==> src/scfla_pkg.sv <==
package scfla_pkg;

  // Per-class slot cap: a slot index is 8 bits wide.
  localparam int SLOTS     = 256;
  localparam int CLASSES   = 4;
  localparam int NUM_LIMIT = 4;

  localparam logic [8:0] SLOT_CAP  = 9'((SLOTS < 256) ? SLOTS : 256);
  localparam logic [8:0] DEPTH_MAX = 9'd511;

  typedef enum logic [2:0] {
    ST_GRANTED   = 3'd0,
    ST_TOO_LONG  = 3'd1,
    ST_EXHAUSTED = 3'd2,
    ST_FREED     = 3'd3,
    ST_BAD_SLOT  = 3'd4
  } status_t;

  typedef enum logic {
    KIND_ALLOC = 1'b0,
    KIND_FREE  = 1'b1
  } kind_t;

  typedef enum logic [2:0] {
    REG_LIMIT_0 = 3'd0,
    REG_LIMIT_1 = 3'd1,
    REG_LIMIT_2 = 3'd2,
    REG_LIMIT_3 = 3'd3,
    REG_COUNT_0 = 3'd4,
    REG_COUNT_1 = 3'd5,
    REG_COUNT_2 = 3'd6,
    REG_COUNT_3 = 3'd7
  } cfg_reg_t;

  localparam logic [15:0] LIMIT_RST_0 = 16'd64;
  localparam logic [15:0] LIMIT_RST_1 = 16'd256;
  localparam logic [15:0] LIMIT_RST_2 = 16'd1024;
  localparam logic [15:0] LIMIT_RST_3 = 16'd4096;
  localparam logic [8:0]  COUNT_RST   = 9'd256;

endpackage

==> src/size_class_free_list_allocator.sv <==
// Segregated free-list allocator, status only. Each transaction is an allocate
// (request length mapped to the first size class whose limit covers it) or a free
// (class and slot pushed back). Because the result carries only a status code, the
// block keeps per-class occupancy: the free-list depth and the bump counter of
// never-used slots; the identity of the slot on top of each list does not reach
// the output and is not stored. One transaction is taken per clock while the output
// is not stalled: an input register feeds combinational compare-and-update against
// the per-class counters, and the result is captured in an output register that
// drives out_valid. Write configuration only while no transaction is in flight.
module size_class_free_list_allocator #(
  parameter int CLASSES = scfla_pkg::CLASSES
) (
  input  logic        clk,
  input  logic        rst_n,
  input  logic        cfg_wr_en,
  input  logic [2:0]  cfg_index,
  input  logic [15:0] cfg_wdata,
  input  logic        in_valid,
  output logic        in_stall,
  input  logic        in_kind,
  input  logic [15:0] in_request_length,
  input  logic [1:0]  in_class_index,
  input  logic [7:0]  in_slot_index,
  output logic        out_valid,
  input  logic        out_stall,
  output logic [2:0]  out_status
);
  import scfla_pkg::*;

  logic [15:0] limit_r [NUM_LIMIT];
  logic [8:0]  count_r [NUM_LIMIT];
  logic [8:0]  depth_r [CLASSES];
  logic [8:0]  depth_nxt [CLASSES];
  logic [8:0]  bump_r [CLASSES];
  logic [8:0]  bump_nxt [CLASSES];

  logic        in_vld_r;
  logic        kind_r;
  logic [15:0] len_r;
  logic [1:0]  cls_r;
  logic [7:0]  slot_r;

  logic        out_vld_r;
  status_t     status_r;
  status_t     status_nxt;

  logic        adv;
  logic        step;

  logic [CLASSES-1:0] hit;
  logic [CLASSES-1:0] asel;
  logic [CLASSES-1:0] fsel;
  logic [8:0]         eff [CLASSES];
  logic               found;
  logic               too_long;
  logic               can_pop;
  logic               can_bump;
  logic               free_ok;

  // Result register is free, or is being taken this cycle.
  assign adv      = !out_vld_r || !out_stall;
  assign step     = in_vld_r && adv;
  assign in_stall = in_vld_r && !adv;

  assign out_valid  = out_vld_r;
  assign out_status = status_r;

  always_ff @(posedge clk) begin
    if (!rst_n) begin
      limit_r[0] <= LIMIT_RST_0;
      limit_r[1] <= LIMIT_RST_1;
      limit_r[2] <= LIMIT_RST_2;
      limit_r[3] <= LIMIT_RST_3;
      for (int i = 0; i < NUM_LIMIT; i++) begin
        count_r[i] <= COUNT_RST;
      end
    end else if (cfg_wr_en) begin
      unique case (cfg_reg_t'(cfg_index))
        REG_LIMIT_0: limit_r[0] <= cfg_wdata;
        REG_LIMIT_1: limit_r[1] <= cfg_wdata;
        REG_LIMIT_2: limit_r[2] <= cfg_wdata;
        REG_LIMIT_3: limit_r[3] <= cfg_wdata;
        REG_COUNT_0: count_r[0] <= cfg_wdata[8:0];
        REG_COUNT_1: count_r[1] <= cfg_wdata[8:0];
        REG_COUNT_2: count_r[2] <= cfg_wdata[8:0];
        REG_COUNT_3: count_r[3] <= cfg_wdata[8:0];
        default: ;
      endcase
    end
  end

  // Input register
  always_ff @(posedge clk) begin
    if (!rst_n) begin
      in_vld_r <= 1'b0;
    end else if (adv || !in_vld_r) begin
      in_vld_r <= in_valid;
    end
  end

  always_ff @(posedge clk) begin
    if (in_valid && !in_stall) begin
      kind_r <= in_kind;
      len_r  <= in_request_length;
      cls_r  <= in_class_index;
      slot_r <= in_slot_index;
    end
  end

  always_comb begin
    found    = 1'b0;
    can_pop  = 1'b0;
    can_bump = 1'b0;
    free_ok  = 1'b0;
    for (int c = 0; c < CLASSES; c++) begin
      eff[c]  = (count_r[c] > SLOT_CAP) ? SLOT_CAP : count_r[c];
      hit[c]  = len_r <= limit_r[c];
      // First class that covers the request wins.
      asel[c] = hit[c] && !found;
      found   = found || hit[c];
      fsel[c] = cls_r == 2'(c);
      if (asel[c]) begin
        can_pop  = depth_r[c] != 9'd0;
        can_bump = bump_r[c] < eff[c];
      end
      if (fsel[c]) begin
        free_ok = {1'b0, slot_r} < eff[c];
      end
    end
    too_long = !hit[CLASSES-1];

    if (kind_r == KIND_FREE) begin
      status_nxt = free_ok ? ST_FREED : ST_BAD_SLOT;
    end else if (too_long) begin
      status_nxt = ST_TOO_LONG;
    end else if (can_pop || can_bump) begin
      status_nxt = ST_GRANTED;
    end else begin
      status_nxt = ST_EXHAUSTED;
    end

    for (int c = 0; c < CLASSES; c++) begin
      depth_nxt[c] = depth_r[c];
      bump_nxt[c]  = bump_r[c];
      if (step) begin
        if (kind_r == KIND_FREE) begin
          if (fsel[c] && free_ok && depth_r[c] != DEPTH_MAX) begin
            depth_nxt[c] = depth_r[c] + 9'd1;
          end
        end else if (asel[c] && !too_long) begin
          // Reuse a freed slot before touching never-used ones.
          if (can_pop) begin
            depth_nxt[c] = depth_r[c] - 9'd1;
          end else if (can_bump) begin
            bump_nxt[c] = bump_r[c] + 9'd1;
          end
        end
      end
    end
  end

  always_ff @(posedge clk) begin
    if (!rst_n) begin
      for (int c = 0; c < CLASSES; c++) begin
        depth_r[c] <= '0;
        bump_r[c]  <= '0;
      end
    end else begin
      for (int c = 0; c < CLASSES; c++) begin
        depth_r[c] <= depth_nxt[c];
        bump_r[c]  <= bump_nxt[c];
      end
    end
  end

  // Result register
  always_ff @(posedge clk) begin
    if (!rst_n) begin
      out_vld_r <= 1'b0;
    end else if (adv) begin
      out_vld_r <= in_vld_r;
    end
  end

  always_ff @(posedge clk) begin
    if (step) begin
      status_r <= status_nxt;
    end
  end

  a_stall_backs_up: assert property (@(posedge clk) disable iff (!rst_n)
    in_vld_r && out_vld_r && out_stall |-> in_stall)
    else $error("input stage not held behind a stalled result");

  a_idle_keeps_state: assert property (@(posedge clk) disable iff (!rst_n)
    !step |=> $stable(depth_r[0]) && $stable(bump_r[0]))
    else $error("class state changed without a transaction");

  a_bump_bounded: assert property (@(posedge clk) disable iff (!rst_n)
    bump_r[0] <= SLOT_CAP)
    else $error("bump counter ran past the slot cap");

  a_grant_moves_state: assert property (@(posedge clk) disable iff (!rst_n)
    step && asel[0] && kind_r == KIND_ALLOC && status_nxt == ST_GRANTED
      |=> !$stable(depth_r[0]) || !$stable(bump_r[0]))
    else $error("grant left class occupancy unchanged");

endmodule

==> config.mk <==
export PLATFORM = sky130hd
export DESIGN_NAME = size_class_free_list_allocator
export DESIGN_NICKNAME = d
export VERILOG_FILES = /design/src/scfla_pkg.sv /design/src/size_class_free_list_allocator.sv
export SDC_FILE = /design/constraint.sdc
export NUM_CORES = 1
export LEC_CHECK = 0
export BUFFER_PORTS_ARGS = -buffer_cell sky130_fd_sc_hd__buf_2
export CAP_MARGIN = 20
export CORE_UTILIZATION = 30
export DETAILED_ROUTE_END_ITERATION = 10
export PLACE_DENSITY = 0.45
export SLEW_MARGIN = 25
export SYNTH_ARGS = -nofsm -noshare
export SYNTH_HDL_FRONTEND = slang
export SYNTH_SLANG_ARGS = --single-unit
==> constraint.sdc <==
create_clock -name clk -period 3.2 [get_ports clk]
set_input_delay 0.32 -clock clk [delete_from_list [all_inputs] [get_ports clk]]
set_output_delay 0.32 -clock clk [all_outputs]
set_load 0.03 [all_outputs]
# Yosys cells after proc, flatten, opt, wreduce, memory -nomap -nowiden
# Memories as Yosys holds them, arrays and structs flattened.
# Index checks and enable logic that the tools add are counted.
dict set report totals {
  input_bits 51
  wordCells 216
  ff_bits 32
  memories 4
  out_inout_bits 5
  rom_bits 0
  ramBits 172
  latch_bits 0
}
# name words word_bits rd rd_clocked_by_memory_dff wr line
set mem_list {}
lappend mem_list {limit_r 4 16 4 0 4 size_class_free_list_allocator.sv:30} ;# logic [15:0] limit_r [NUM_LIMIT];
lappend mem_list {bump_r 4 9 4 0 4 size_class_free_list_allocator.sv:34} ;# logic [8:0] bump_r [CLASSES];
lappend mem_list {count_r 4 9 4 0 4 size_class_free_list_allocator.sv:31} ;# logic [8:0] count_r [NUM_LIMIT];
lappend mem_list {depth_r 4 9 4 0 4 size_class_free_list_allocator.sv:32} ;# logic [8:0] depth_r [CLASSES];
dict set report op_classes {
  shift 0
  n_addsub 12
  bitwise 16
  mux 110
  n_eq_ne 14
  multipliers 0
  order_cmp 16
  n_div 0
  reduce_logical 37
}
# cell n
set ops {}
lappend ops {{two-way mux 9 bit} 56}
lappend ops {{adder 9 x 1 -> 9 bit, second input constant} 8}
lappend ops {{less-or-equal comparator 16 bit} 4}
lappend ops {{two-way mux 16 bit} 4}
lappend ops {{two-way mux 1 bit} 46}
lappend ops {{greater-than comparator 9 bit, second input constant} 4}
lappend ops {{< comparator 8 x 9 -> 1 bit} 4}
lappend ops {{< comparator 9 bit} 4}
lappend ops {{inequality test 9 bit, second input constant} 4}
lappend ops {{nonzero test 9 bit} 4}
lappend ops {{subtractor 9 x 1 -> 9 bit, second input constant} 4}
lappend ops {{logical AND 1 bit} 18}
lappend ops {{bitwise OR 1 bit} 16}
lappend ops {{== test 3 bit, second input constant} 4}
lappend ops {{zero test 1 bit} 8}
lappend ops {{== test 3 x 2 -> 1 bit, second input constant} 2}
lappend ops {{two-way mux 3 bit} 2}
lappend ops {{logical OR 1 bit} 5}
lappend ops {{== test 2 bit, second input constant} 2}
lappend ops {{two-way mux 2 bit} 2}
lappend ops {{== test 3 x 1 -> 1 bit, second input constant} 1}
lappend ops {{zero test 3 bit} 1}
lappend ops {{== test 2 x 1 -> 1 bit, second input constant} 1}
lappend ops {{zero test 2 bit} 1}

# Depth between registers and ports, before layout
# Gate-level depths: netlist of run 1.
# An unclocked memory read counts as a cell.
dict set report depth {
  ltp_word 14
  ltp_mapped 14
  ltp_nobuf 13
}

# Worst setup path after synthesis of run 1
# OpenSTA, ideal clock, no wires.
dict set report synth_timing {
  kind {register to register}
  startpoint {reg len_r[14]}
  endpoint {mem bump_r[2][8]}
  path_stages_with_launch 12
  period_less_slack_ps 3430
  t_required_ps 3130
  path_buffers 0
  slack_ps -230
  arrival_ps 3361
  setup_ps 70
  path_cell_list {edfxtp_1 ha_1 nand4_2 or4_1 a21o_1 a31oi_4 o21a_4 o211ai_4 nor4b_4 nand3_4 or4_1 a21oi_1}
}
# item line
set synth_rtl {}
lappend synth_rtl {{start: declaration} size_class_free_list_allocator.sv:39} ;# logic [15:0] len_r;
lappend synth_rtl {{start signal: assignment} size_class_free_list_allocator.sv:104} ;# len_r <= in_request_length;
lappend synth_rtl {{end: declaration} size_class_free_list_allocator.sv:34}

==> key figures, run 1 <==
Final layout
  – Layout cells sized above 1: around 25%
  – Area growth, synth to finish: 32.8%
  – Nets: between 1.5k and 2k
  – Fillers: just under 4k
  – Final Cell Area: ~16000 sq um

Floorplan
  – Die Span Y: roughly 200 um
  – Io pins: between 50 and 60
  – Starting Density: 30.5%
  – Row Count: 73
  – Core area: around 40000 sq um
  – Die width: between 200 and 250 um
  – Die area: slightly above 40000 sq um

Drt
  – DRT iter0 DRCs: between 400 and 500
  – Via count: between 9k and 10k
  – ANT nets after route: 0
  – WL/cell: about 17 um
  – WL final: roughly 34 mm
  – Drt first pass iters: 5
  – Drt via density: slightly below 5
  – DRC: 0

Worst setup path
  – Worst path cell trace: buf_4, buf_6, buf_6, ha_4, nand4_4, or4_4, nor2_4, a31oi_4, buf_12, buf_6, o31ai_4, a31o_2, nor4b_4, buf_6, o21ai_4, buf_6, or3_1, a21oi_1
  – R2r setup slk: -460 ps
  – Reg2reg start: len_r[13]$_DFFE_PP_
  – Arr. time, crit path: 4140 ps
  – Slowest-stage cell, CP: or4_4
  – Data required, critical path: 3680 ps
  – CP Launch Type: register
  – Top cell by count, worst path: buf_6
  – Max incr delay on CP: ~550 ps
  – Worst R2R Path Depth: 18
  – Worst Path Max Fanout: 5
  – Worst Setup Path Type: register to register
  – CP Capture Type: register
  – Reg2Reg Capture Point: bump_r[0][4]$_SDFFE_PN0P_

Min path
  – Hold endpoint: out_valid$_SDFFE_PN0P_
  – Worst hold stages: 3
  – Start point of the worst hold path: out_stall
  – Hold Crit Class: input port to register

STA
  – Max Fclk: roughly 0.27 GHz
  – Final Max Slew Viols: 0
  – RSZ-0062 raised after global routing: yes
  – Final hold violation count: 0
  – Fin crit share: 114%
  – Worst-margin pin slew: roughly 800 ps
  – Final worst slack: -461 ps
  – Worst clock skew: between 15 and 20 ps
  – Minimum clock period: about 3700 ps
  – Final setup violation count: 73
  – Slew HR: ~47%

Global route
  – Overflow after GRT: 0
  – Vias in the first global route: approximately 9.6k
  – Total Routing Usage GR: 16.9%
  – Initial antenna violation count: 1
  – Largest net degree at the start of global routing: 49
  – First-pass GRT wire length: between 50 and 60 mm

Place
  – IO buf count: 55
  – RD Place Congestion: between 0.8 and 0.9
  – Placement Cell Area: approximately 14000 sq um
  – DPL Wire Length: between 20 and 25 mm

Run
  – Max cap viols: 0

Clock network
  – Worst-Skew Late Latency: 560 ps
  – CTS Sinks: between 200 and 250
  – Clk slew on worst S/H paths: around 60 ps
  – Inserted Clock Buffers: 27
  – H-tree depth: 1
  – Clock Root Buffer: clkbuf_16
  – TritonCTS clock tree: yes
  – Clock Path Buffers: 3

Logic synthesis
  – Yosys reg bits: between 200 and 250
  – Post-Syn Nets: ~1.4k
  – Yosys warns: 0
  – Post-synth EDFFs: 130
  – Most common flop cell mapped by yosys: edfxtp_1
  – Post-Syn Area per Cell: about 10 sq um
  – Post-Synthesis Cells: 1201
  – Async set-reset flop share out of synthesis: 0%
  – Seq/Total Area, Yosys: 44.3%
  – Cell variety after synth: 70
  – Syn Std Cell Area: between 10000 and 15000 sq um
  – Post-synth top area cell: edfxtp_1
  – Synth top area share: 32.1%
  – Dominant cells by area after synthesis: edfxtp_1 (32%), ha_1 (16%), dfxtp_1 (12%)

Run status
  – Failing checks: setup timing
  – Status: complete, but fails checks

Power and ir drop
  – Power consumption: between 7 and 8 mW
  – Leakage: between 6 and 7 nW
  – Peak supply drop: around 0.35 mV
  – Power Density: approximately 450 nW/um^2
-- worst max path at each step --
stage                                   start                         end  slack [ps]  cells after the start
after floorplan            len_r[7]$_DFFE_PP_   bump_r[1][5]$_SDFFE_PN0P_         -70                     12
after global placement    len_r[13]$_DFFE_PP_  depth_r[1][8]$_SDFFE_PN0P_        -690                     13
after detailed placement  len_r[13]$_DFFE_PP_   bump_r[0][6]$_SDFFE_PN0P_        -750                     13
after CTS                 len_r[13]$_DFFE_PP_   bump_r[3][5]$_SDFFE_PN0P_        -450                     14
after global routing      len_r[13]$_DFFE_PP_   bump_r[2][8]$_SDFFE_PN0P_        -620                     16
final                     len_r[13]$_DFFE_PP_   bump_r[0][4]$_SDFFE_PN0P_        -460                     18
-- cell usage in the layout (no fill, tap or decap), drive strengths merged, types with 12 or more instances in the layout --
master	instances
buf	214
ha	156
edfxtp	130
nand2	96
and2	95
a21oi	81
inv	80
dfxtp	74
o21ai	72
nor2	69
nand3	49
xnor2	32
nand4	30
clkbuf	30
dlygate4sd3	28
nor3	23
or3	20
a21o	16
clkinv	16
xor2	13
o21bai	12
or4	12
-- sequential cells by signal, indices dropped and copies added (netlist names) --
register / cells
in_vld_r: 1
limit_r: 64
out_valid: 1
kind_r: 1
count_r: 36
cls_r: 2
depth_r: 36
bump_r: 36
slot_r: 8
out_status: 3
len_r: 16
-- cell families (layout without fill, tap and decap cells) --
| logic type | count (synthesis) | after routing | share of synthesized area (%) |
|---|---|---|---|
| buf+inv | 107 | 373 | 3.43 |
| simple gates | 428 | 429 | 18.6 |
| flops | 204 | 204 | 44.3 |
| xor+xnor | 45 | 45 | 3.24 |
| compound gates | 251 | 253 | 13.2 |
| fa+ha+maj | 160 | 160 | 16.7 |
| mux | 6 | 6 | 0.494 |
| other cells | 0 | 1 | 0 |
-- cell type report --
class                      count  area [sq um]  share of cell area (%)
clock inverter                18           196                    1.22
inverter                      83           313                    1.94
sequential                   204          5390                    33.3
multi-input combinational    893          7000                    43.3
timing repair buffer         242          1910                    11.8
clock buffer                  30           687                    4.25
antenna                        1          2.50                  0.0155
tap                          525           657                    4.07
-- where the power goes --
part / internal [mW] / switching (mW) / total [mW] / leakage (nW)
Sequential: 2.93 / 0.0723 / 3.00 / 1.86
Clock: 1.86 / 1.19 / 3.05 / 0.438
Combinational: 0.556 / 0.643 / 1.20 / 4.34
Total: 5.34 / 1.91 / 7.25 / 6.63
-- critical path, delay by kind of cell (launching register included) --
| kind | cells | cell delay (ps) |
|---|---|---|
| adder cells (fa/ha/maj) | 1 | 270 |
| buffers and inverters | 7 | 950 |
| flip-flops | 1 | 410 |
| AND/OR/NAND/NOR | 5 | 1300 |
| AO/OA/AOI/OAI | 5 | 630 |
-- Yosys cell counts (all sizes together) (6+ instances only) --
| library cell | number |
|---|---|
| inv | 79 |
| o21ai | 70 |
| mux2i | 6 |
| and2 | 95 |
| nand2 | 96 |
| dfxtp | 74 |
| nor2b | 8 |
| or4 | 12 |
| nand2b | 9 |
| nor3 | 23 |
| or3 | 20 |
| a21o | 16 |
| nand3 | 48 |
| o21a | 7 |
| o211ai | 10 |
| o31ai | 10 |
| a21oi | 81 |
| o21bai | 12 |
| nor2 | 69 |
| edfxtp | 130 |
| a211oi | 6 |
| xor2 | 13 |
| nand4 | 30 |
| clkbuf | 14 |
| buf | 10 |
| ha | 156 |
| nor4 | 6 |
| xnor2 | 32 |
-- metrics by stage --
step                      setup slack (ps)  TNS, ps  utilization, %  hold WS, ps  std cells
after floorplan                      -67.7     -594               -          419       1201
after global placement                -688   -42090            35.3          466       1879
after detailed placement              -746   -45170            35.3          483       1879
after CTS                             -449   -23130            39.7         12.1       1991
after global routing                  -618   -34970            40.5         68.6       1995
final                                 -461   -22720            40.6         43.8       1996
-- layer usage --
| metal | routed length [um] | vias up | global-route usage (%) |
|---|---|---|---|
| met5 | 0 | - | 0 |
| met4 | 638 | 0 | 3.68 |
| met3 | 944 | 40 | 2.40 |
| met2 | 17300 | 117 | 30.0 |
| met1 | 15500 | 4546 | 21.6 |
| li1 | - | 4889 | - |
-- repair_timing --
action / 4_1_cts / 5_1_grt
endpoints found under the hold margin: 28 / 0
hold buffers: 28 / 0
pin swaps: 41 / 37
setup buffers: 34 / 10
setup endpoints to repair: 73 / 73
gates resized for setup: 70 / 94
gates cloned: 4 / 1
Power figures use the tool's default switching activity.
==> inputs of run 2 (changes only) <==
Settings changed: CAP_MARGIN 20 to 10, CORE_UTILIZATION 30 to 55, PLACE_DENSITY 0.45 to 0.74.
==> key figures, run 2 (same netlist as run 1, synthesis figures left out) <==
Clock network
  – Clk slew on worst S/H paths: approximately 60 ps
  – CTS Sinks: 204
  – Clock Path Buffers: 3
  – H-tree depth: 1
  – TritonCTS clock tree: yes
  – Clock Root Buffer: clkbuf_16
  – Worst-Skew Late Latency: 530 ps
  – Inserted Clock Buffers: 23

Final layout
  – Most common cell after layout, fill and taps aside: ha_1
  – Top reg by flops: limit_r
  – # diodes: 0
  – Final Cell Area: about 15000 sq um
  – Non-Filler Instances: around 1.7k
  – Area growth, synth to finish: 24.0%
  – Nets: ~1.6k
  – Largest register FFs: between 60 and 70
  – Final core utilization: roughly 70%
  – Most frequent cells in the layout: ha_1 (150), edfxtp_1 (130), buf_4 (106)
  – Layout cells sized above 1: 19.1%

Place
  – # placed instances: ~1.6k
  – Placement Cell Area: roughly 14000 sq um
  – DPL Wire Length: 21.4 mm
  – RD Place Congestion: approximately 0.90
  – IO buf count: 55

Drt
  – Drt via density: approximately 5.7
  – DRT iter0 DRCs: between 500 and 600
  – ANT nets after route: 0
  – Met1 wire length: roughly 13 mm
  – WL final: roughly 30 mm
  – Highest metal used: met4
  – Via count: 9764
  – Drt first pass iters: 6
  – WL/cell: roughly 18 um
  – Routed wl met2: 15.2 mm
  – DR WL met3: around 1.3 mm
  – DRC: 0

Worst setup path
  – CP Launch Type: register
  – Data required, critical path: roughly 3600 ps
  – Arr. time, crit path: between 3000 and 4000 ps
  – CP Capture Type: register
  – Worst Path Max Fanout: 12
  – Worst Setup Path Type: register to register

STA
  – Max Fclk: about 0.28 GHz
  – Final hold violation count: 0
  – Slew HR: roughly 33%
  – Fin crit share: 110%
  – Worst-margin pin slew: between 900 and 1000 ps
  – Worst clock skew: 31.0 ps
  – Minimum clock period: around 3500 ps
  – RSZ-0062 raised after global routing: yes
  – Final worst slack: -313 ps
  – Final setup violation count: 73
  – Final Max Slew Viols: 0

Run status
  – Status: complete, but fails checks
  – Failing checks: setup timing

Power and ir drop
  – Power Density: approximately 440 nW/um^2
  – Leakage: 6.30 nW
  – Peak supply drop: ~0.48 mV

Floorplan
  – Die area: ~23000 sq um
  – Die Span Y: 151 um
  – Starting Density: between 50% and 60%
  – Core area: 21800 sq um
  – Row Count: 54
  – Io pins: 56
  – Die width: 151 um

Global route
  – Total Routing Usage GR: approximately 27%
  – Overflow after GRT: 0
  – Vias in the first global route: 9376
  – Largest net degree at the start of global routing: 54
  – Initial antenna violation count: 0
  – First-pass GRT wire length: 47.5 mm

Run
  – Max cap viols: 0

Min path
  – Hold Crit Class: input port to register
## run 2: routing by layer
metal	track usage, %	vias to the layer above
met5	0	-
met3	4.21	72
met1	33.9	4638
li1	-	4789
met2	47.3	265
met4	9.95	0
## run 2: layout make-up
type                            instances  area, sq um
Sequential cell                       204         5390
Timing Repair Buffer                  202         1560
Multi-Input combinational cell        892         6730
Fill cell                            1601         6680
Clock inverter                         12         95.1
Inverter                               83          313
Clock buffer                           29          639
Tap cell                              280          350
## run 2: worst paths after layout
kind                          from                         to  slack (ps)  cells after the start
min              in_class_index[1]         cls_r[1]$_DFFE_PP_          20                      1
max reg2reg    len_r[15]$_DFFE_PP_  bump_r[1][7]$_SDFFE_PN0P_        -310                     13
min reg2reg  in_vld_r$_SDFFE_PN0N_     out_valid$_SDFFE_PN0P_         490                      2
max            len_r[15]$_DFFE_PP_  bump_r[1][7]$_SDFFE_PN0P_        -310                     13
## run 2: stage by stage
step / total power, mW / setup WS, ps / hold WS [ps] / TNS (ps)
global placement: 3.97 / -329 / 473 / -9650
CTS: 6.64 / -261 / 8.56 / -7440
finish: 6.65 / -313 / 15.8 / -10880
global route: 6.90 / -452 / 0.119 / -21410
detailed placement: 4.00 / -440 / 480 / -16830
floorplan: 3.61 / -67.7 / 419 / -594
## run 2: timing repair
action / CTS / global route
endpoints found under the setup margin: 73 / 73
hold endpoints to repair: 26 / 0
setup buffers: 7 / 11
pin swaps: 10 / 12
hold buffers: 26 / 0
resized for setup: 34 / 27
gates cloned: 2 / 1
## run 2: worst max-delay path: stages (launching register included)
cell and delay [ps]:
edfxtp_1 550, ha_4 370, nand4_4 110, or4_1 410, a21o_1 200, a31oi_4 250, buf_4 170, o21a_4 130
o211ai_4 80, nor4b_4 310, buf_6 200, o21ai_4 100, or4_1 420, a21oi_1 130
## run 2: power breakdown
| part | switching [mW] | internal (mW) | leakage (nW) |
|---|---|---|---|
| registers | 0.0759 | 2.93 | 1.86 |
| logic | 0.590 | 0.485 | 4.07 |
| clock network | 1.07 | 1.50 | 0.367 |
| total | 1.74 | 4.91 | 6.30 |
==> inputs of run 3 (changes only) <==
--- a/config.mk
+++ b/config.mk
@@ -9,6 +9,8 @@
 export CAP_MARGIN = 10
-export CORE_UTILIZATION = 55
+export CELL_PAD_IN_SITES_DETAIL_PLACEMENT = 1
+export CELL_PAD_IN_SITES_GLOBAL_PLACEMENT = 1
+export CORE_UTILIZATION = 45
 export DETAILED_ROUTE_END_ITERATION = 10
-export PLACE_DENSITY = 0.74
-export SLEW_MARGIN = 25
+export PLACE_DENSITY = 0.76
+export SLEW_MARGIN = 20
 export SYNTH_ARGS = -nofsm -noshare
==> constraint.sdc (replaced) <==
create_clock -name clk -period 3.2 [get_ports clk]
set_input_delay 0.48 -clock clk [delete_from_list [all_inputs] [get_ports clk]]
set_output_delay 0.48 -clock clk [all_outputs]
set_load 0.03 [all_outputs]
==> key figures, run 3 (same netlist as run 1, synthesis figures left out) <==
Run status
  – Status: complete, but fails checks
  – Failing checks: DRC, setup timing

Worst setup path
  – Max incr delay on CP: between 500 and 600 ps
  – Data required, critical path: between 3000 and 4000 ps
  – Worst path cell trace: buf_6, buf_4, ha_1, nand4_1, nor4_2, nor3_1, o31a_1, buf_4, o21a_1, a311oi_4, buf_4, o21ai_4, buf_12, nor3_4, buf_6, buf_12, nor2_1, a211oi_1
  – Worst Setup Path Type: register to register
  – Slowest-stage cell, CP: edfxtp_1
  – Top cell by count, worst path: buf_4
  – Worst Path Max Fanout: 5
  – CP Capture Type: register
  – Arr. time, crit path: ~4200 ps
  – CP Launch Type: register

Drt
  – DRC: 1
  – DRT iter0 DRCs: 696
  – Via count: approximately 10k
  – ANT nets after route: 0
  – Drt first pass iters: 8
  – Drt via density: slightly below 6
  – WL/cell: 22.4 um
  – WL final: 39.8 mm

Power and ir drop
  – Peak supply drop: between 0.3 and 0.4 mV
  – Power Density: roughly 440 nW/um^2
  – Power consumption: roughly 7 mW
  – Leakage: around 6.5 nW

STA
  – Worst Hold Slack: 111 ps
  – Final Max Slew Viols: 0
  – Worst-margin pin slew: 679 ps
  – Final hold violation count: 0
  – Fin crit share: 116%
  – TNS Setup: -25890 ps
  – Max Fclk: between 0.2 and 0.3 GHz
  – RSZ-0062 raised after global routing: yes
  – Final setup violation count: 73
  – Worst clock skew: ~25 ps
  – Minimum clock period: about 3700 ps
  – Slew HR: 54.7%
  – Final worst slack: -513 ps

Final layout
  – Largest register FFs: 64
  – Top reg by flops: limit_r
  – Most frequent cells in the layout: ha_1 (144), edfxtp_1 (130), buf_4 (119)
  – Nets: between 1.5k and 2k
  – Area growth, synth to finish: 29.2%
  – Final Cell Area: 15700 sq um
  – # diodes: 0
  – Most common cell after layout, fill and taps aside: ha_1
  – Layout cells sized above 1: about a quarter

Global route
  – Initial antenna violation count: 0
  – Overflow after GRT: 0
  – Vias in the first global route: about 11k
  – First-pass GRT wire length: about 60 mm
  – Largest net degree at the start of global routing: 52
  – Total Routing Usage GR: a little over a quarter

Floorplan
  – Io pins: 56
  – Core area: about 26000 sq um
  – Die Span Y: 166 um
  – Starting Density: a little under half
  – Die width: 166 um
  – Die area: around 28000 sq um
  – Row Count: a little under 60

Run
  – Max cap viols: 0

Clock network
  – Clock Path Buffers: 3
  – Clock Root Buffer: clkbuf_16
  – CTS Sinks: approximately 200
  – Clk slew on worst S/H paths: approximately 60 ps
  – H-tree depth: 1
  – Cts hold-fix bufs: 0
  – Inserted Clock Buffers: 25
  – Worst-Skew Late Latency: ~540 ps
  – TritonCTS clock tree: yes

Place
  – IO buf count: between 50 and 60
  – DPL Wire Length: about 26 mm
  – RD Place Congestion: roughly 0.87
  – Dpl ws: -640 ps
  – Placement Cell Area: 13800 sq um

Min path
  – Hold Crit Class: input port to register
-- run 3: changes by cell type in the layout (fill, tap and decap cells not counted), moves of 6 or more --
cell and delta:
a21oi_1 -6, ha_4 +6, dlygate4sd3_1 -26, a21oi_2 +6, ha_1 -6, o21ai_2 +11, nand3_1 -21, nand2_1 -6
o21ai_1 +8, buf_4 +13, o21ai_0 -20, nand3_2 +19, buf_6 +18
-- run 3: worst paths after layout --
| path | from | end | slack [ps] | depth (start not counted) |
|---|---|---|---|---|
| worst max register to register | len_r[9]$_DFFE_PP_ | depth_r[3][2]$_SDFFE_PN0P_ | -510 | 18 |
| worst min register to register | depth_r[3][3]$_SDFFE_PN0P_ | depth_r[3][3]$_SDFFE_PN0P_ | 490 | 2 |
| worst max-delay path | len_r[9]$_DFFE_PP_ | depth_r[3][2]$_SDFFE_PN0P_ | -510 | 18 |
| worst min-delay path | in_request_length[15] | len_r[15]$_DFFE_PP_ | 110 | 1 |
-- run 3: metrics by stage --
| stage | std cells | util [%] |
|---|---|---|
| after floorplan | 1201 | - |
| after global placement | 1680 | 52.4 |
| after detailed placement | 1680 | 52.4 |
| after CTS | 1759 | 57.8 |
| after global routing | 1773 | 59.8 |
| final | 1773 | 59.8 |
-- run 3: layer usage --
layer | wire length [um] | part of all wire [%] | track usage (%) | vias to the layer above
met5 | 0 | 0 | 0 | -
met4 | 1630 | 4.1 | 11.6 | 0
met3 | 1810 | 4.5 | 4.05 | 110
met2 | 19600 | 49 | 46.2 | 298
met1 | 16700 | 42 | 33.8 | 5220
li1 | - | - | - | 4817
-- run 3: cell type report --
class / count / area (sq um)
Inverter: 83 / 313
Sequential cell: 204 / 5390
Clock buffer: 32 / 662
Clock inverter: 14 / 87.6
Tap cell: 335 / 419
Fill cell: 2833 / 10600
Multi-Input combinational cell: 893 / 7150
Timing Repair Buffer: 212 / 1700
-- run 3: repair_timing --
action | CTS | global route
setup buffers | 31 | 16
cloned | 4 | 3
setup endpoints to repair | 73 | 73
resized for setup | 92 | 87
pin swaps | 42 | 21
-- run 3: critical path: cells and delay by family (launching register included) --
kind,cells,cell delay [ps]
AO/OA/AOI/OAI,5,970
adder cells (fa/ha/maj),1,290
buffers and inverters,7,1040
flip-flops,1,510
AND/OR/NAND/NOR,5,810
-- run 3: report_power, final --
group          leakage, nW  switching (mW)  total (mW)  internal, mW
Combinational         4.25           0.717        1.26         0.539
Clock                0.367            1.15        2.69          1.53
Sequential            1.86          0.0795        3.01          2.93
